--- config.mk ---
export PLATFORM = sky130hd
export DESIGN_NAME = reference_string_parser_flat
export DESIGN_NICKNAME = d
export VERILOG_FILES = /design/src/design/rsp_pkg.sv /design/src/design/rsp_text_if.sv /design/src/design/rsp_result_if.sv /design/src/design/rsp_front.sv /design/src/design/rsp_queue.sv /design/src/design/rsp_back.sv /design/src/design/reference_string_parser.sv /design/src/flat_wrapper.sv
export SDC_FILE = /design/constraint.sdc
export NUM_CORES = 1
export LEC_CHECK = 0
export BUFFER_PORTS_ARGS = -buffer_cell sky130_fd_sc_hd__buf_2
export CAP_MARGIN = 20
export CORE_ASPECT_RATIO = 1.25
export CORE_MARGIN = 4
export CORE_UTILIZATION = 35
export CTS_CLUSTER_DIAMETER = 200
export DETAILED_ROUTE_END_ITERATION = 16
export PLACE_DENSITY = 0.48
export SLEW_MARGIN = 25
export SYNTH_ARGS = -nofsm -noshare
export SYNTH_HDL_FRONTEND = slang
export SYNTH_SLANG_ARGS = --single-unit
--- constraint.sdc ---
create_clock -name clk -period 20 [get_ports clk]
set_input_delay 1 -clock clk [delete_from_list [all_inputs] [get_ports clk]]
set_output_delay 1 -clock clk [all_outputs]
set_load 0.02 [all_outputs]
--- src/design/rsp_pkg.sv ---
// ----------------------------------------------------------------------------
// Reference string parser package
// Shared types, character constants and decode functions for the parser.
// ----------------------------------------------------------------------------
package rsp_pkg;

	// Parse phases, in the order in which the fields of a reference string appear.
	typedef enum logic [3:0] {
		PH_PREFIX = 4'd0,
		PH_SERIAL = 4'd1,
		PH_WLIT   = 4'd2,
		PH_WTITLE = 4'd3,
		PH_WOCC   = 4'd4,
		PH_CLIT   = 4'd5,
		PH_CTITLE = 4'd6,
		PH_COCC   = 4'd7,
		PH_NLIT   = 4'd8,
		PH_NODE   = 4'd9,
		PH_DONE   = 4'd10
	} phase_t;

	// Result kinds.
	localparam logic [1:0] KIND_WINDOW  = 2'd0;
	localparam logic [1:0] KIND_CONTROL = 2'd1;
	localparam logic [1:0] KIND_RECORD  = 2'd2;

	// Status codes.
	localparam logic STATUS_OK      = 1'b0;
	localparam logic STATUS_INVALID = 1'b1;

	// Escape decoding stages.
	localparam logic [1:0] ESC_NONE   = 2'd0;
	localparam logic [1:0] ESC_FIRST  = 2'd1;
	localparam logic [1:0] ESC_SECOND = 2'd2;

	// Characters with a meaning of their own.
	localparam logic [7:0] CH_SLASH   = 8'h2F;
	localparam logic [7:0] CH_HASH    = 8'h23;
	localparam logic [7:0] CH_PERCENT = 8'h25;

	localparam int POS_W   = 5;
	localparam int SIZE_W  = 7;
	localparam int COUNT_W = 16;

	// One result word as it travels from the parser to the output stage.
	typedef struct packed {
		logic [1:0]         kind;
		logic [7:0]         title_byte;
		logic [31:0]        serial_high;
		logic [31:0]        serial_low;
		logic [COUNT_W-1:0] window_count;
		logic [COUNT_W-1:0] control_count;
		logic [31:0]        node_code;
		logic [SIZE_W-1:0]  window_title_size;
		logic [SIZE_W-1:0]  control_title_size;
		logic               status;
	} item_t;

	// Hex digit value; bit 4 set means the character is not a hex digit.
	function automatic logic [4:0] hex_of(input logic [7:0] c);
		logic [4:0] v;
		v = 5'h10;
		if (c inside {[8'h30:8'h39]}) begin
			v = {1'b0, c[3:0]};
		end else if (c inside {[8'h41:8'h46], [8'h61:8'h66]}) begin
			v = 5'(c[2:0]) + 5'd9;
		end
		return v;
	endfunction

	// Unreserved characters that may stand in a title unescaped.
	function automatic logic is_plain(input logic [7:0] c);
		return (c inside {[8'h41:8'h5A], [8'h61:8'h7A], [8'h30:8'h39],
			8'h2D, 8'h5F, 8'h2E, 8'h7E});
	endfunction

	// Length of the literal that a literal phase matches.
	function automatic logic [POS_W-1:0] lit_len(input phase_t ph);
		logic [POS_W-1:0] n;
		case (ph)
			PH_PREFIX: n = 5'd4;
			PH_WLIT:   n = 5'd8;
			PH_CLIT:   n = 5'd9;
			PH_NLIT:   n = 5'd6;
			default:   n = 5'd0;
		endcase
		return n;
	endfunction

	// Expected character at a position of a literal.
	function automatic logic [7:0] lit_char(input phase_t ph, input logic [POS_W-1:0] pos);
		logic [7:0] c;
		c = 8'h00;
		case (ph)
			PH_PREFIX: begin
				case (pos)
					5'd0:    c = "a";
					5'd1:    c = "x";
					5'd2:    c = "2";
					5'd3:    c = "/";
					default: c = 8'h00;
				endcase
			end
			PH_WLIT: begin
				case (pos)
					5'd0:    c = "/";
					5'd1:    c = "w";
					5'd2:    c = "i";
					5'd3:    c = "n";
					5'd4:    c = "d";
					5'd5:    c = "o";
					5'd6:    c = "w";
					5'd7:    c = ":";
					default: c = 8'h00;
				endcase
			end
			PH_CLIT: begin
				case (pos)
					5'd0:    c = "/";
					5'd1:    c = "c";
					5'd2:    c = "o";
					5'd3:    c = "n";
					5'd4:    c = "t";
					5'd5:    c = "r";
					5'd6:    c = "o";
					5'd7:    c = "l";
					5'd8:    c = ":";
					default: c = 8'h00;
				endcase
			end
			PH_NLIT: begin
				case (pos)
					5'd0:    c = "/";
					5'd1:    c = "n";
					5'd2:    c = "o";
					5'd3:    c = "d";
					5'd4:    c = "e";
					5'd5:    c = ":";
					default: c = 8'h00;
				endcase
			end
			default: c = 8'h00;
		endcase
		return c;
	endfunction

endpackage

--- src/design/rsp_text_if.sv ---
// ----------------------------------------------------------------------------
// Character channel
// Valid/ready channel carrying one character of a reference string per word.
// ----------------------------------------------------------------------------
interface rsp_text_if;
	logic       valid;
	logic       ready;
	logic [7:0] in_char;
	logic       is_final;

	modport source (output valid, output in_char, output is_final, input ready);
	modport sink   (input valid, input in_char, input is_final, output ready);
endinterface

--- src/design/rsp_result_if.sv ---
// ----------------------------------------------------------------------------
// Result channel
// Valid/ready channel carrying decoded title bytes and final records.
// ----------------------------------------------------------------------------
interface rsp_result_if;
	logic        valid;
	logic        ready;
	logic [1:0]  kind;
	logic [7:0]  title_byte;
	logic [31:0] serial_high;
	logic [31:0] serial_low;
	logic [15:0] window_count;
	logic [15:0] control_count;
	logic [31:0] node_code;
	logic [6:0]  window_title_size;
	logic [6:0]  control_title_size;
	logic        status;

	modport source (output valid, output kind, output title_byte, output serial_high,
		output serial_low, output window_count, output control_count, output node_code,
		output window_title_size, output control_title_size, output status, input ready);
	modport sink (input valid, input kind, input title_byte, input serial_high,
		input serial_low, input window_count, input control_count, input node_code,
		input window_title_size, input control_title_size, input status, output ready);
endinterface

--- src/design/rsp_front.sv ---
// ----------------------------------------------------------------------------
// Parser front end
// Accepts one character per cycle unless the result queue is full, advances
// the parse state and queues any title byte or final record it produces.
// ----------------------------------------------------------------------------
module rsp_front #(
	parameter int TITLE_LIMIT  = 64,
	parameter int LENGTH_LIMIT = 512
) (
	input  logic           clk,
	input  logic           arst_n,
	input  logic           in_valid,
	output logic           in_ready,
	input  logic [7:0]     in_char,
	input  logic           is_final,
	input  logic           queue_full,
	output logic           push,
	output rsp_pkg::item_t push_item
);

	localparam int TALLY_W = $clog2(TITLE_LIMIT + 1);
	localparam int TOTAL_W = $clog2(LENGTH_LIMIT + 1);
	localparam logic [TALLY_W-1:0] TALLY_MAX = TALLY_W'(TITLE_LIMIT);
	localparam logic [TOTAL_W-1:0] TOTAL_MAX = TOTAL_W'(LENGTH_LIMIT);

	rsp_pkg::phase_t            phase_q, phase_d, phase_next;
	logic [rsp_pkg::POS_W-1:0]  pos_q, pos_d, pos_inc;
	logic [TOTAL_W-1:0]         total_q, total_d;
	logic [1:0]                 esc_stage_q, esc_stage_d;
	logic [3:0]                 esc_upper_q, esc_upper_d;
	logic [TALLY_W-1:0]         tally_q, tally_d, first_tally_q, first_tally_d;
	logic [31:0]                serial_hi_q, serial_hi_d, serial_lo_q, serial_lo_d;
	logic [31:0]                node_q, node_d;
	logic [15:0]                digit_q, digit_d;
	logic [2:0]                 dcount_q, dcount_d;
	logic                       lead_zero_q, lead_zero_d;
	logic [15:0]                first_occ_q, first_occ_d, second_occ_q, second_occ_d;
	logic                       error_q, error_d;
	logic                       running_q;

	logic [4:0]  hex;
	logic        hex_ok;
	logic        is_digit;
	logic [19:0] scaled;
	logic        put;
	logic [7:0]  put_value;
	logic        got;
	logic [7:0]  got_byte;
	logic        ok;
	logic        accept;

	assign in_ready = running_q && !queue_full;
	assign accept   = in_valid && in_ready;

	always_comb begin
		phase_d      = phase_q;
		pos_d        = pos_q;
		total_d      = total_q;
		esc_stage_d  = esc_stage_q;
		esc_upper_d  = esc_upper_q;
		tally_d      = tally_q;
		first_tally_d = first_tally_q;
		serial_hi_d  = serial_hi_q;
		serial_lo_d  = serial_lo_q;
		node_d       = node_q;
		digit_d      = digit_q;
		dcount_d     = dcount_q;
		lead_zero_d  = lead_zero_q;
		first_occ_d  = first_occ_q;
		second_occ_d = second_occ_q;
		error_d      = error_q;
		put          = 1'b0;
		put_value    = in_char;
		got          = 1'b0;
		got_byte     = 8'h00;

		hex        = rsp_pkg::hex_of(in_char);
		hex_ok     = !hex[4];
		is_digit   = in_char inside {[8'h30:8'h39]};
		scaled     = 20'(digit_q) * 20'd10 + 20'(in_char[3:0]);
		pos_inc    = pos_q + 5'd1;
		phase_next = rsp_pkg::phase_t'(4'(phase_q) + 4'd1);

		if (total_q < TOTAL_MAX) begin
			total_d = total_q + 1'b1;
		end

		if (!error_q) begin
			case (phase_q)
				rsp_pkg::PH_PREFIX, rsp_pkg::PH_WLIT, rsp_pkg::PH_CLIT,
				rsp_pkg::PH_NLIT: begin
					if (pos_q >= rsp_pkg::lit_len(phase_q) ||
						in_char != rsp_pkg::lit_char(phase_q, pos_q)) begin
						error_d = 1'b1;
					end else if (pos_inc == rsp_pkg::lit_len(phase_q)) begin
						phase_d = phase_next;
						pos_d   = '0;
					end else begin
						pos_d = pos_inc;
					end
				end
				rsp_pkg::PH_SERIAL: begin
					if (!hex_ok || pos_q > 5'd15) begin
						error_d = 1'b1;
					end else begin
						if (pos_q < 5'd8) begin
							serial_hi_d = {serial_hi_q[27:0], hex[3:0]};
						end else begin
							serial_lo_d = {serial_lo_q[27:0], hex[3:0]};
						end
						if (pos_inc == 5'd16) begin
							phase_d = rsp_pkg::PH_WLIT;
							pos_d   = '0;
						end else begin
							pos_d = pos_inc;
						end
					end
				end
				rsp_pkg::PH_WTITLE, rsp_pkg::PH_CTITLE: begin
					if (esc_stage_q == rsp_pkg::ESC_FIRST) begin
						if (!hex_ok) begin
							error_d = 1'b1;
						end else begin
							esc_upper_d = hex[3:0];
							esc_stage_d = rsp_pkg::ESC_SECOND;
						end
					end else if (esc_stage_q == rsp_pkg::ESC_SECOND) begin
						if (!hex_ok) begin
							error_d = 1'b1;
						end else begin
							esc_stage_d = rsp_pkg::ESC_NONE;
							put         = 1'b1;
							put_value   = {esc_upper_q, hex[3:0]};
						end
					end else if (in_char == rsp_pkg::CH_HASH) begin
						if (phase_q == rsp_pkg::PH_WTITLE) begin
							first_tally_d = tally_q;
							tally_d       = '0;
						end
						phase_d     = phase_next;
						digit_d     = '0;
						dcount_d    = '0;
						lead_zero_d = 1'b0;
					end else if (in_char == rsp_pkg::CH_PERCENT) begin
						esc_stage_d = rsp_pkg::ESC_FIRST;
					end else if (rsp_pkg::is_plain(in_char)) begin
						put = 1'b1;
					end else begin
						error_d = 1'b1;
					end
				end
				rsp_pkg::PH_WOCC, rsp_pkg::PH_COCC: begin
					if (in_char == rsp_pkg::CH_SLASH) begin
						if (dcount_q == 3'd0) begin
							error_d = 1'b1;
						end else begin
							if (phase_q == rsp_pkg::PH_WOCC) begin
								first_occ_d = digit_q;
							end else begin
								second_occ_d = digit_q;
							end
							phase_d = phase_next;
							// the slash is already the first character of the next literal
							pos_d   = 5'd1;
						end
					end else if (!is_digit || lead_zero_q) begin
						error_d = 1'b1;
					end else if (scaled > 20'd65535) begin
						error_d = 1'b1;
					end else begin
						if (dcount_q == 3'd0 && in_char[3:0] == 4'd0) begin
							lead_zero_d = 1'b1;
						end
						digit_d = scaled[15:0];
						if (dcount_q < 3'd7) begin
							dcount_d = dcount_q + 3'd1;
						end
					end
				end
				rsp_pkg::PH_NODE: begin
					if (!hex_ok || pos_q > 5'd7) begin
						error_d = 1'b1;
					end else begin
						node_d = {node_q[27:0], hex[3:0]};
						if (pos_inc == 5'd8) begin
							phase_d = rsp_pkg::PH_DONE;
							pos_d   = '0;
						end else begin
							pos_d = pos_inc;
						end
					end
				end
				default: begin
					error_d = 1'b1;
				end
			endcase

			if (put) begin
				if (tally_q >= TALLY_MAX) begin
					error_d = 1'b1;
				end else begin
					tally_d  = tally_q + 1'b1;
					got      = 1'b1;
					got_byte = put_value;
				end
			end
		end
	end

	assign ok = !error_d && phase_d == rsp_pkg::PH_DONE && total_d < TOTAL_MAX;

	always_comb begin
		push_item = '0;
		if (is_final) begin
			push_item.kind = rsp_pkg::KIND_RECORD;
			if (ok) begin
				push_item.serial_high        = serial_hi_d;
				push_item.serial_low         = serial_lo_d;
				push_item.window_count       = first_occ_d;
				push_item.control_count      = second_occ_d;
				push_item.node_code          = node_d;
				push_item.window_title_size  = rsp_pkg::SIZE_W'(first_tally_d);
				push_item.control_title_size = rsp_pkg::SIZE_W'(tally_d);
				push_item.status             = rsp_pkg::STATUS_OK;
			end else begin
				push_item.status = rsp_pkg::STATUS_INVALID;
			end
		end else begin
			push_item.kind = (phase_q == rsp_pkg::PH_CTITLE) ? rsp_pkg::KIND_CONTROL
				: rsp_pkg::KIND_WINDOW;
			push_item.title_byte = got_byte;
		end
	end

	assign push = accept && (is_final || got);

	always_ff @(posedge clk or negedge arst_n) begin
		if (!arst_n) begin
			running_q <= 1'b0;
		end else begin
			running_q <= 1'b1;
		end
	end

	always_ff @(posedge clk or negedge arst_n) begin
		if (!arst_n) begin
			phase_q       <= rsp_pkg::PH_PREFIX;
			pos_q         <= '0;
			total_q       <= '0;
			esc_stage_q   <= rsp_pkg::ESC_NONE;
			esc_upper_q   <= '0;
			tally_q       <= '0;
			first_tally_q <= '0;
			serial_hi_q   <= '0;
			serial_lo_q   <= '0;
			node_q        <= '0;
			digit_q       <= '0;
			dcount_q      <= '0;
			lead_zero_q   <= 1'b0;
			first_occ_q   <= '0;
			second_occ_q  <= '0;
			error_q       <= 1'b0;
		end else if (accept && is_final) begin
			phase_q       <= rsp_pkg::PH_PREFIX;
			pos_q         <= '0;
			total_q       <= '0;
			esc_stage_q   <= rsp_pkg::ESC_NONE;
			esc_upper_q   <= '0;
			tally_q       <= '0;
			first_tally_q <= '0;
			serial_hi_q   <= '0;
			serial_lo_q   <= '0;
			node_q        <= '0;
			digit_q       <= '0;
			dcount_q      <= '0;
			lead_zero_q   <= 1'b0;
			first_occ_q   <= '0;
			second_occ_q  <= '0;
			error_q       <= 1'b0;
		end else if (accept) begin
			phase_q       <= phase_d;
			pos_q         <= pos_d;
			total_q       <= total_d;
			esc_stage_q   <= esc_stage_d;
			esc_upper_q   <= esc_upper_d;
			tally_q       <= tally_d;
			first_tally_q <= first_tally_d;
			serial_hi_q   <= serial_hi_d;
			serial_lo_q   <= serial_lo_d;
			node_q        <= node_d;
			digit_q       <= digit_d;
			dcount_q      <= dcount_d;
			lead_zero_q   <= lead_zero_d;
			first_occ_q   <= first_occ_d;
			second_occ_q  <= second_occ_d;
			error_q       <= error_d;
		end
	end

endmodule

--- src/design/rsp_queue.sv ---
// ----------------------------------------------------------------------------
// Result queue
// Short first-in first-out queue between the parser and the output stage.
// ----------------------------------------------------------------------------
module rsp_queue (
	input  logic           clk,
	input  logic           arst_n,
	input  logic           push,
	input  rsp_pkg::item_t push_item,
	output logic           full,
	input  logic           pop,
	output logic           not_empty,
	output rsp_pkg::item_t head_item
);

	localparam int DEPTH = 4;
	localparam int PTR_W = $clog2(DEPTH);
	localparam logic [PTR_W:0] COUNT_FULL = (PTR_W + 1)'(DEPTH);

	rsp_pkg::item_t   entry_q [DEPTH];
	logic [PTR_W-1:0] wr_ptr_q, rd_ptr_q;
	logic [PTR_W:0]   count_q;

	assign full      = (count_q == COUNT_FULL);
	assign not_empty = (count_q != '0);
	assign head_item = entry_q[rd_ptr_q];

	always_ff @(posedge clk) begin
		if (push) begin
			entry_q[wr_ptr_q] <= push_item;
		end
	end

	always_ff @(posedge clk or negedge arst_n) begin
		if (!arst_n) begin
			wr_ptr_q <= '0;
			rd_ptr_q <= '0;
			count_q  <= '0;
		end else begin
			if (push) begin
				wr_ptr_q <= wr_ptr_q + 1'b1;
			end
			if (pop) begin
				rd_ptr_q <= rd_ptr_q + 1'b1;
			end
			if (push && !pop) begin
				count_q <= count_q + 1'b1;
			end else if (pop && !push) begin
				count_q <= count_q - 1'b1;
			end
		end
	end

endmodule

--- src/design/rsp_back.sv ---
// ----------------------------------------------------------------------------
// Output stage
// Holds the result word shown on the output channel and refills it from the
// queue whenever it is empty or being taken.
// ----------------------------------------------------------------------------
module rsp_back (
	input  logic           clk,
	input  logic           arst_n,
	input  logic           head_valid,
	input  rsp_pkg::item_t head_item,
	output logic           pop,
	output logic           out_valid,
	input  logic           out_ready,
	output rsp_pkg::item_t out_item
);

	logic           valid_q;
	rsp_pkg::item_t item_q;

	assign pop       = head_valid && (!valid_q || out_ready);
	assign out_valid = valid_q;
	assign out_item  = item_q;

	always_ff @(posedge clk or negedge arst_n) begin
		if (!arst_n) begin
			valid_q <= 1'b0;
		end else if (pop) begin
			valid_q <= 1'b1;
		end else if (out_ready) begin
			valid_q <= 1'b0;
		end
	end

	always_ff @(posedge clk) begin
		if (pop) begin
			item_q <= head_item;
		end
	end

endmodule

--- src/design/reference_string_parser.sv ---
// ----------------------------------------------------------------------------
// Reference string parser
// Streams a textual reference string in, emits decoded title bytes and one
// summary record per string.
// ----------------------------------------------------------------------------
// Usage: the text channel takes one character per word, the last character of
// a string marked by is_final. The result channel gives every decoded title
// byte (kind window or control) as soon as it completes, and on the last
// character one record carrying the serial, occurrences, node code, title
// sizes and a status. Bytes already given belong to the string only when the
// record's status is ok; an invalid record carries zero in every number.
// Throughput: one character per cycle while text.ready is high, since the
// parse state is updated once per character. A result word is registered in
// the queue and then in the output stage before it appears on the result
// channel. The parser pushes into a four-word queue and a registered output
// stage drains it, so a stalled receiver does not hold up input until the
// queue fills; text.ready then falls. Reset clears the parse state and the
// queue; text.ready stays low until the clock sets it after reset is released.
// ----------------------------------------------------------------------------
module reference_string_parser #(
	parameter int TITLE_LIMIT  = 64,
	parameter int LENGTH_LIMIT = 512
) (
	input  logic                clk,
	input  logic                arst_n,
	rsp_text_if.sink            text,
	rsp_result_if.source        result
);

	logic           push;
	rsp_pkg::item_t push_item;
	logic           queue_full;
	logic           pop;
	logic           head_valid;
	rsp_pkg::item_t head_item;
	rsp_pkg::item_t out_item;

	// Front end: character classification and the parse state machine.
	rsp_front #(
		.TITLE_LIMIT  (TITLE_LIMIT),
		.LENGTH_LIMIT (LENGTH_LIMIT)
	) u_front (
		.clk        (clk),
		.arst_n     (arst_n),
		.in_valid   (text.valid),
		.in_ready   (text.ready),
		.in_char    (text.in_char),
		.is_final   (text.is_final),
		.queue_full (queue_full),
		.push       (push),
		.push_item  (push_item)
	);

	// Queue that decouples the parser from the receiver.
	rsp_queue u_queue (
		.clk       (clk),
		.arst_n    (arst_n),
		.push      (push),
		.push_item (push_item),
		.full      (queue_full),
		.pop       (pop),
		.not_empty (head_valid),
		.head_item (head_item)
	);

	// Back end: the registered output word.
	rsp_back u_back (
		.clk        (clk),
		.arst_n     (arst_n),
		.head_valid (head_valid),
		.head_item  (head_item),
		.pop        (pop),
		.out_valid  (result.valid),
		.out_ready  (result.ready),
		.out_item   (out_item)
	);

	assign result.kind               = out_item.kind;
	assign result.title_byte         = out_item.title_byte;
	assign result.serial_high        = out_item.serial_high;
	assign result.serial_low         = out_item.serial_low;
	assign result.window_count       = out_item.window_count;
	assign result.control_count      = out_item.control_count;
	assign result.node_code          = out_item.node_code;
	assign result.window_title_size  = out_item.window_title_size;
	assign result.control_title_size = out_item.control_title_size;
	assign result.status             = out_item.status;

endmodule

--- src/flat_wrapper.sv ---
// flat-port wrapper written by rule: the top's interface ports become plain ports
module reference_string_parser_flat 
#(
	parameter int TITLE_LIMIT  = 64,
	parameter int LENGTH_LIMIT = 512
)
  (clk, arst_n, text_valid, text_in_char, text_is_final, text_ready, result_valid, result_kind, result_title_byte, result_serial_high, result_serial_low, result_window_count, result_control_count, result_node_code, result_window_title_size, result_control_title_size, result_status, result_ready);
  rsp_text_if text_i ();
  rsp_result_if result_i ();
  input  logic clk;
  input  logic arst_n;
  input wire logic [$bits(text_i.valid)-1:0] text_valid;
  input wire logic [$bits(text_i.in_char)-1:0] text_in_char;
  input wire logic [$bits(text_i.is_final)-1:0] text_is_final;
  output wire logic [$bits(text_i.ready)-1:0] text_ready;
  output wire logic [$bits(result_i.valid)-1:0] result_valid;
  output wire logic [$bits(result_i.kind)-1:0] result_kind;
  output wire logic [$bits(result_i.title_byte)-1:0] result_title_byte;
  output wire logic [$bits(result_i.serial_high)-1:0] result_serial_high;
  output wire logic [$bits(result_i.serial_low)-1:0] result_serial_low;
  output wire logic [$bits(result_i.window_count)-1:0] result_window_count;
  output wire logic [$bits(result_i.control_count)-1:0] result_control_count;
  output wire logic [$bits(result_i.node_code)-1:0] result_node_code;
  output wire logic [$bits(result_i.window_title_size)-1:0] result_window_title_size;
  output wire logic [$bits(result_i.control_title_size)-1:0] result_control_title_size;
  output wire logic [$bits(result_i.status)-1:0] result_status;
  input wire logic [$bits(result_i.ready)-1:0] result_ready;
  assign text_i.valid = text_valid;
  assign text_i.in_char = text_in_char;
  assign text_i.is_final = text_is_final;
  assign text_ready = text_i.ready;
  assign result_valid = result_i.valid;
  assign result_kind = result_i.kind;
  assign result_title_byte = result_i.title_byte;
  assign result_serial_high = result_i.serial_high;
  assign result_serial_low = result_i.serial_low;
  assign result_window_count = result_i.window_count;
  assign result_control_count = result_i.control_count;
  assign result_node_code = result_i.node_code;
  assign result_window_title_size = result_i.window_title_size;
  assign result_control_title_size = result_i.control_title_size;
  assign result_status = result_i.status;
  assign result_i.ready = result_ready;
  reference_string_parser #(.TITLE_LIMIT(TITLE_LIMIT), .LENGTH_LIMIT(LENGTH_LIMIT)) u_core (.clk(clk), .arst_n(arst_n), .text(text_i), .result(result_i));
endmodule
Yosys cells after proc, flatten, opt, wreduce, memory -nomap -nowiden
Memory sizes are Yosys's and may differ from the RTL's. A register that Yosys moved wholly into a read port is not among the register bits.
Cells that the tools add are included.
{"block": "word_totals", "regBits": 197, "ram_bits": 612, "mem_bits_ro": 160, "in_bits": 13, "output_inout_bits": 155, "elab_cells": 343, "memories": 3}
{"block": "op_classes", "n_addsub": 11, "multipliers": 1, "magnitude_cmp": 17, "n_eq_ne": 47, "muxes": 191, "n_reduce_logical": 52}
{"memory": "u_core.u_queue.entry_q", "depth": 4, "width": 153, "read_ports": 1, "rd_clocked_by_memory_dff": 1, "wr": 1, "line_no": "rsp_queue.sv:20", "source": "rsp_pkg::item_t entry_q [DEPTH];"}
{"memory": "(name not given)", "depth": 16, "width": 7, "read_ports": 1, "rd_clocked_by_memory_dff": 0, "wr": 0, "line_no": "rsp_pkg.sv:118", "source": "case (pos)"}
{"memory": "(name not given)", "depth": 8, "width": 6, "read_ports": 1, "rd_clocked_by_memory_dff": 0, "wr": 0, "line_no": "rsp_pkg.sv:105", "source": "case (pos)"}
{"cell": "$mux W32", "count": 17}
{"cell": "$mux W16", "count": 23}
{"cell": "$mux W143", "count": 1}
{"cell": "$mux W142", "count": 1}
{"cell": "$mux W7", "count": 18}
{"cell": "$mux W8", "count": 12}
{"cell": "$mux W5", "count": 18}
{"cell": "$mux W4", "count": 20}
{"cell": "$mux W1", "count": 45}
{"cell": "$pmux W7 S6", "count": 1}
{"cell": "$eq A8 B6 Y1 const B", "count": 5}
{"cell": "$ne A3 B3 Y1 const B", "count": 13}
{"cell": "$mux W3", "count": 12}
{"cell": "$le A8 B7 Y1 const B", "count": 4}
{"cell": "$pmux W16 S2", "count": 1}
{"cell": "$pmux W8 S4", "count": 1}
{"cell": "$mux W10", "count": 3}
{"cell": "$pmux W7 S4", "count": 1}
{"cell": "$mux W2", "count": 11}
{"cell": "$add A20 B4 Y20", "count": 1}
{"cell": "$gt A20 B16 Y1 const B", "count": 1}
{"cell": "$lt A10 B10 Y1 const B", "count": 2}
{"cell": "$pmux W4 S5", "count": 1}
{"cell": "$pmux W5 S4", "count": 1}
{"cell": "59 further kinds", "count": 106}

Longest topological paths before layout
Gate-level depths: netlist of run 1.
{"block": "depth", "word_depth": 20, "mapped_depth": 18, "mapped_depth_nobuf": 14}

Hierarchy
A second synthesis of run 1 with hierarchy kept.
{"block": "hier_totals", "cells_unflattened": 2843, "hier_area_um2": 42528.3}
{"module": "rsp_queue", "instances": 1, "cells_per_inst": 833, "area_per_inst_um2": 22435.3}
{"module": "rsp_front", "instances": 1, "cells_per_inst": 1853, "area_per_inst_um2": 15454.8}
{"module": "rsp_back", "instances": 1, "cells_per_inst": 157, "area_per_inst_um2": 4638.2}

Least setup slack after synthesis of run 1
Ideal clock, no wire load.
{"block": "synth_path", "kind": "input -> register", "start": "in result_ready", "end": "reg u_core.u_queue.count_q[1]", "arrival_time_ns": 10.038, "t_required_ns": 19.875, "slack_ns": 9.838, "path_stages": 7, "cell_sequence": "inv_1 a21oi_1 inv_1 ha_1 inv_1 fa_1 mux2_2"}
{"block": "synth_between", "elab_chain_cells": 5}
{"element": "from (decl)", "line_no": "flat_wrapper.sv:27", "source": "input wire logic [$bits(result_i.ready)-1:0] result_ready;"}
{"element": "$logic_or A1 B1 Y1 (*)", "line_no": "rsp_back.sv:20", "source": "assign pop = head_valid && (!valid_q || out_ready);"}
{"element": "$logic_and A1 B1 Y1 (*)", "line_no": "rsp_back.sv:20"}
{"element": "net u_core.pop", "line_no": "reference_string_parser.sv:33", "source": "logic pop;"}
{"element": "$logic_not A1 Y1", "line_no": "rsp_queue.sv:46", "source": "if (push && !pop) begin"}
{"element": "$logic_and A1 B1 Y1", "line_no": "rsp_queue.sv:46"}
{"element": "$mux W3 / $reduce_bool A2 Y1 (equally long branches)"}
{"element": "to (signal assigned)", "line_no": "rsp_queue.sv:47", "source": "count_q <= count_q + 1'b1;"}
{"element": "to (signal assigned)", "line_no": "rsp_queue.sv:49", "source": "count_q <= count_q - 1'b1;"}
{"element": "to (decl)", "line_no": "rsp_queue.sv:22", "source": "logic [PTR_W:0] count_q;"}
The timed path passes the listed nets; every way through them passes the cells marked *.
A chain may end at the register's enable or synchronous reset.

==> out/metrics.yaml, run 1 <==
status:
  status: "completed"
cts:
  cts_root_buffer: "clkbuf_16"
  path_clk_slew_ps: 60
  worstSkewPairLatency_ps: 710
  cts-resized-gates: 0
  hold_buffers: 0
  tritoncts: "built"
  cts_max_path_buffers: 3
  cts_sinks: 962
  htree_num_levels: 3
  post-cts-setup-buffers: 0
  cts_inserted_buffers: 96
synthesis:
  synth_top_area_share_pct: 54.2
  async_flop_share_pct: 20.5
  syn_avg_cell_area_um2: 13.9
  synth_cell_types: 82
  ys_warn_count: 0
  synthTopCellsByArea: "edfxtp_1, dfrtp_1, mux4_2"
  synth-edff-count: 765
  syn-instance-count: 3050
  synth_seq_cells: 962
  synthFlopType: "edfxtp_1"
  synth_fp_nets: 3130
  ys_seq_area_share_pct: 65.8
  synth_top_area_cell: "edfxtp_1"
  syn_area_um2: 42400
place:
  dp_slack_ps: 13360
  hpwl_mm: 65.4
  port_buffers: 167
  gp_congestion: 0.839
setup_path:
  r2r_start: "u_core.u_front.phase_q[1]$_DFFE_PN0P_"
  critical_path_required_ps: 20420
  end_kind: "flip-flop"
  crit_type: "reg -> reg"
  cp_data_arrival_time_ps: 6490
  worstSetupStartpoint: "u_core.u_front.phase_q[1]$_DFFE_PN0P_"
  cp-start-kind: "flip-flop"
  crit_path_max_fanout: 50
global_routing:
  grt_pass1_vias: 26650
  grt_first_pass_wirelength_mm: 168
  grt_max_degree: 210
  track_usage_pct: 17.1
  grt_overflow: 0
  antenna_found_initial: 4
detailed_routing:
  dr_wl_met3_mm: 5.04
  wl_met2_mm: 54.5
  drt-total-wl_mm: 109
  drt_first_pass_iters: 5
  highest_layer: "met5"
  drt-met1-wl_mm: 47.5
  drc: 0
  via_per_inst: 5.43
  drt_iter0_markers: 2155
  vias: 26091
  ant_nets: 0
  post_drt_wl_per_cell_um: 22.8
power_and_ir_drop:
  ir_drop_uv: 303
  seqPwrFrac_pct: 41.0
  p_per_area_nw_per_um2: 134
  leakagePower_nw: 16.7
  pwr-share-comb_pct: 29.1
  sw_frac_of_total_pct: 35.0
  switchingPower_mw: 2.26
  p_clk_share_pct: 29.9
  p_int_mw: 4.20
final_layout:
  drive_above_1_share_pct: 20.3
  layout_commonest_cell: "edfxtp_1"
  fin_nets: 3219
  mostFrequentLayoutCells: "edfxtp_1, nand2_1, o21ai_0"
  area_growth_pct: 13.8
timing:
  fin_crit_sh_pct: 30.3
  setup_violations: 0
  setup_slack_ps: 13930
  rsz0062_at_grt: "no"
  drv_slew: 0
  fmax_mhz: 165
  min_period_ps: 6070
  maxSlewHeadroom_pct: 28.4
  tightest_slew_ps: 1060
  skew_ps: 41.7
  hold_viol_final: 0
  finalSetupTns_ps: 0
floorplanning:
  dieHeight_um: 397
  core_um2: 120000
  initial_utilization_pct: 35.3
  fp.dieW_um: 319
  io-pin-count: 168
  rows: 142
  die_area_um2: 127000
hold_path:
  hold_path_class: "in -> async"
flow_run:
  maxCapViolCount: 0
## cells in the mapped netlist, types with 4 or more instances
master	instances
clkbuf_1	164
nand2_1	601
nor2b_1	12
buf_2	26
nor3_1	23
dfrtp_1	197
a211oi_1	16
o211ai_1	18
buf_6	8
o21ai_0	205
o31ai_1	5
and3_1	9
o22ai_1	5
nor2_1	79
nor3b_1	4
nor4_1	90
xor2_1	17
and2_1	13
a21oi_1	52
nand4_1	12
nand3_1	31
mux2_2	37
or2_2	6
nand2b_1	14
nand4b_1	6
mux2i_1	6
buf_1	21
ha_1	64
xnor2_1	22
mux4_2	153
o21ai_1	6
a22oi_1	134
nor4_2	60
a32o_1	5
or4_1	7
edfxtp_1	765
o311ai_0	4
or3_1	11
o2111ai_1	6
inv_1	43
a21o_1	11
o21a_1	10
a31oi_1	10
## per-layer routing
layer | global-route usage [%] | vias to the layer above
met5 | 0 | -
li1 | - | 11831
met3 | 2.63 | 143
met2 | 29.1 | 674
met4 | 4.44 | 2
met1 | 22.9 | 13441
## critical path, stage by stage, from the launching register on
cell and delay, ps:
dfrtp_1 420, inv_1 180, ha_1 420, nor2b_1 740, inv_1 230, ha_1 340, o21ai_0 180, o21ai_0 120
a2111oi_1 460, nand4_1 450, mux2i_1 240, or4_4 760, buf_4 480, nor4_1 690
## layout make-up
| class | count | area [um^2] |
|---|---|---|
| antenna | 1 | 2.50 |
| clock buffer | 117 | 2530 |
| clock inverter | 64 | 875 |
| fill | 11189 | 71900 |
| inverter | 44 | 165 |
| multi-input combinational | 1824 | 13500 |
| sequential | 962 | 27900 |
| tap | 1584 | 1980 |
| timing repair buffer | 211 | 1280 |
## path summary, 6_finish.rpt
path,end,slack (ps),cells after the start
max,u_core.u_queue.entry_q[3][17]$_DFFE_PP_,13930,13
max reg2reg,u_core.u_queue.entry_q[3][17]$_DFFE_PP_,13930,13
min,u_core.u_front.first_occ_q[10]$_DFFE_PN0P_,280,1
min reg2reg,u_core.u_front.total_q[8]$_DFFE_PN0P_,500,1
max in group asynchronous,u_core.u_queue.rd_ptr_q[0]$_DFFE_PN0P_,18260,2
min in group clk,u_core.u_front.total_q[8]$_DFFE_PN0P_,500,1
## cells by family after synthesis
family	after synthesis	synth area share, %
simple gates	989	11.4
flops	962	65.8
compound gates	532	8.09
buf+inv	264	2.56
mux	196	9.25
fa+ha+maj	67	2.03
xor+xnor	39	0.806
other cells	1	0.00884
## power groups by stage
stage / clock network (mW) / logic [mW] / registers [mW]
2_1_floorplan: 0 / 1.13 / 2.82
3_3_place_gp: 0 / 1.90 / 2.69
3_5_place_dp: 0 / 1.92 / 2.70
4_1_cts: 1.99 / 1.92 / 2.66
5_1_grt: 2.08 / 2.01 / 2.69
6_report: 1.93 / 1.88 / 2.65
## sequential cells by signal (all words and copies together) (netlist names), 2 cells and up
name                          flops
u_core.u_queue.entry_q          612
u_core.u_back.out_item          153
u_core.u_front.node_q            32
u_core.u_front.serial_hi_q       32
u_core.u_front.serial_lo_q       32
u_core.u_front.digit_q           16
u_core.u_front.first_occ_q       16
u_core.u_front.second_occ_q      16
u_core.u_front.total_q           10
u_core.u_front.first_tally_q      7
u_core.u_front.tally_q            7
u_core.u_front.pos_q              5
u_core.u_front.esc_upper_q        4
u_core.u_front.phase_q            4
u_core.u_front.dcount_q           3
u_core.u_queue.count_q            3
u_core.u_front.esc_stage_q        2
u_core.u_queue.rd_ptr_q           2
u_core.u_queue.wr_ptr_q           2
## stage by stage
step | utilization (%) | cell area [um^2] | cells | hold WS [ps] | total power, mW
2_1_floorplan | - | 42400 | 3050 | 451 | 3.94
3_3_place_gp | 37.2 | 44700 | 4621 | 477 | 4.59
3_5_place_dp | 37.3 | 44800 | 4624 | 488 | 4.62
4_1_cts | 40.1 | 48200 | 4805 | 241 | 6.58
5_1_grt | 40.2 | 48200 | 4806 | 284 | 6.77
6_report | 40.2 | 48200 | 4807 | 277 | 6.46
Note: power is estimated with default switching activity, not from simulation.
==> inputs of run 2 (changes only) <==
--- a/config.mk
+++ b/config.mk
@@ -12,7 +12,7 @@
 export CORE_UTILIZATION = 35
 export CTS_CLUSTER_DIAMETER = 200
 export DETAILED_ROUTE_END_ITERATION = 16
-export PLACE_DENSITY = 0.48
+export PLACE_DENSITY = 0.5
 export SLEW_MARGIN = 25
 export SYNTH_ARGS = -nofsm -noshare
 export SYNTH_HDL_FRONTEND = slang
==> constraint.sdc (replaced) <==
create_clock -name clk -period 5.5 [get_ports clk]
set_input_delay 0.275 -clock clk [delete_from_list [all_inputs] [get_ports clk]]
set_output_delay 0.275 -clock clk [all_outputs]
set_load 0.02 [all_outputs]
==> run 2 against run 1 <==
Compared with the run above:
- first-iteration DRC count down 5.9%
- fmax grew 15%
- critical path depth unchanged
- clock power rose to 3.5 times the previous value
- combinational power grew to 4.0 times the previous value
- power grew to 3.7 times the previous value
- utilization is 0.70 points higher
- hold slack lost 130 ps
- final cell count up 1.5%
- sequential power increased to 3.6 times the previous value
==> out/metrics.yaml, run 2 (synthesized netlist as in run 1, its figures left out) <==
status:
  status: "completed"
place:
  hpwl_mm: 65.0  # -0.62%
  port_buffers: 167  # unchanged
  gp_congestion: 0.821  # -2.1%
  place_area_um2: 45600  # +1.7%
floorplanning:
  io-pin-count: 168  # unchanged
  rows: 142  # unchanged
  fp.dieW_um: 319  # unchanged
  dieHeight_um: 397  # unchanged
  core_um2: 120000  # unchanged
  die_area_um2: 127000  # unchanged
  initial_utilization_pct: 35.3  # unchanged
timing:
  fin_crit_sh_pct: 96.3  # +66 points
  setup_violations: 0  # unchanged
  tightest_slew_ps: 1020  # -43.1 ps
  maxSlewHeadroom_pct: 32.0  # +3.6 points
  hold_ws_ps: 151  # -126 ps
  rsz0062_at_grt: "yes"
  skew_ps: 35.6  # -6.16 ps
  hold_viol_final: 0  # unchanged
  fmax_mhz: 189  # +15%
  drv_slew: 0  # unchanged
  min_period_ps: 5300  # -770 ps
final_layout:
  mostFrequentLayoutCells: "edfxtp_1, nand2_1, o21ai_0"
  fill_cells: 11078  # -0.99%
  seq_area_um2: 27900  # unchanged
  fin_nets: 3293  # +2.3%
  layout_commonest_cell: "edfxtp_1"
  num_antenna_cells: 0  # -1
  drive_above_1_share_pct: 22.5  # +2.2 points
  fin_util_pct: 40.9  # +0.70 points
  multiInputGateArea_um2: 13700  # +1.3%
  regMostFlops: "u_core.u_queue.entry_q"
  postLayoutCellArea_um2: 49100  # +1.7%
  largest_register_ffs: 612  # unchanged
  area_growth_pct: 15.7
setup_path:
  cp_data_arrival_time_ps: 5710  # -780 ps
  critical-path-slowest-cell: "or4_1"
  r2r_slack_ps: 200  # -13730 ps
  crit_path_max_fanout: 30  # -40%
  slowest_delay_ps: 550  # -210 ps
  cp_num_buf_inv: 1  # -2
  crit_type: "reg -> reg"
  reg2reg_to: "u_core.u_queue.entry_q[2][47]$_DFFE_PP_"
  r2r_start: "u_core.u_front.digit_q[1]$_DFFE_PN0P_"
  crit_family: "simple AND/OR/NAND/NOR gates"
  critical_path_required_ps: 5910  # -14510 ps
  crit_chain: "ha_1 > ha_1 > fa_1 > a21o_1 > a221oi_1 > o21ai_1 > xnor2_1 > or4_1 > or4_4 > a21o_1 > a211o_4 > buf_4 > nor4_1"
  end_kind: "flip-flop"
  r2r_cells: 13  # unchanged
  critical_path_depth: 13  # unchanged
  cp-start-kind: "flip-flop"
detailed_routing:
  drt_iter0_markers: 2028  # -5.9%
  drt-total-wl_mm: 108  # -1.1%
  vias: 26313  # +0.85%
  via_per_inst: 5.39  # -0.62%
  drt_first_pass_iters: 7  # +2
  post_drt_wl_per_cell_um: 22.2  # -2.5%
  ant_nets: 0  # unchanged
  drc: 0  # unchanged
cts:
  cts_root_buffer: "clkbuf_16"
  worstSkewPairLatency_ps: 690  # -20 ps
  post-cts-setup-buffers: 0  # unchanged
  cts_sinks: 962  # unchanged
  htree_num_levels: 3  # unchanged
  path_clk_slew_ps: 70  # about the same
  cts_max_path_buffers: 3  # unchanged
  tritoncts: "built"
  cts_inserted_buffers: 98  # +2.1%
flow_run:
  maxCapViolCount: 0  # unchanged
global_routing:
  grt_pass1_vias: 27386  # +2.8%
  antenna_found_initial: 5  # +1
  grt_first_pass_wirelength_mm: 167  # -0.72%
  track_usage_pct: 16.9  # -0.15 points
  grt_max_degree: 145  # -31%
  grt_overflow: 0  # unchanged
power_and_ir_drop:
  total_power_mw: 23.7  # +270%
  p_per_area_nw_per_um2: 484  # +260%
  ir_drop_uv: 489  # +61%
  leakagePower_nw: 17.0  # +2.3%
hold_path:
  hold_path_class: "in -> async"
==> run 2: how the worst max path moves through the flow <==
stage	startpoint	to	slack (ps)
2_1_floorplan	text_in_char[0]	u_core.u_queue.entry_q[0][0]$_DFFE_PP_	40
3_3_place_gp	u_core.u_front.digit_q[1]$_DFFE_PN0P_	u_core.u_queue.entry_q[0][37]$_DFFE_PP_	340
5_1_grt	u_core.u_front.digit_q[1]$_DFFE_PN0P_	u_core.u_queue.entry_q[3][15]$_DFFE_PP_	-20
3_5_place_dp	u_core.u_front.digit_q[1]$_DFFE_PN0P_	u_core.u_queue.entry_q[0][2]$_DFFE_PP_	140
4_1_cts	u_core.u_front.digit_q[1]$_DFFE_PN0P_	u_core.u_queue.entry_q[2][2]$_DFFE_PP_	130
6_report	u_core.u_front.digit_q[1]$_DFFE_PN0P_	u_core.u_queue.entry_q[2][47]$_DFFE_PP_	200
==> run 2: worst register-to-register path, stage by stage (launching register included) <==
cell	delay, ps
dfrtp_1	440
ha_1	320
ha_1	230
fa_1	470
a21o_1	210
a221oi_1	430
o21ai_1	160
xnor2_1	200
or4_1	550
or4_4	540
a21o_1	230
a211o_4	410
buf_4	300
nor4_1	560
==> run 2: cell type report <==
cell class | instances | area share, %
Multi-Input combinational cell | 1824 | 27.9
Clock buffer | 124 | 5.36
Tap cell | 1584 | 4.04
Sequential cell | 962 | 56.9
Timing Repair Buffer | 283 | 4.29
Inverter | 44 | 0.337
Clock inverter | 57 | 1.24
==> run 2: report_power, final <==
part,leakage (nW),switching [mW],internal [mW]
clock,1.57,2.82,3.91
sequential,9.75,0.452,9.01
combinational,5.72,5.04,2.49
==> run 2: routing by layer <==
| layer | up-vias | track usage, % | part of all wire, % |
|---|---|---|---|
| met3 | 164 | 2.75 | 4.5 |
| met4 | 10 | 6.00 | 2.7 |
| met1 | 13499 | 21.2 | 42 |
| li1 | 11968 | - | - |
| met2 | 672 | 29.6 | 51 |
| met5 | - | 0 | 0.064 |
==> run 2: through the flow <==
stage	setup WS, ps	setup TNS, ps	std cells
floorplan	41.4	0	3050
global placement	339	0	4692
detailed placement	138	0	4692
CTS	128	0	4876
global route	-21.0	-175	4878
finish	204	0	4878
==> run 2: timing repair <==
action	4_1_cts	5_1_grt
setup endpoints to repair	0	160
hold buffers	3	0
gates resized for setup	0	30
hold endpoints to repair	72	0
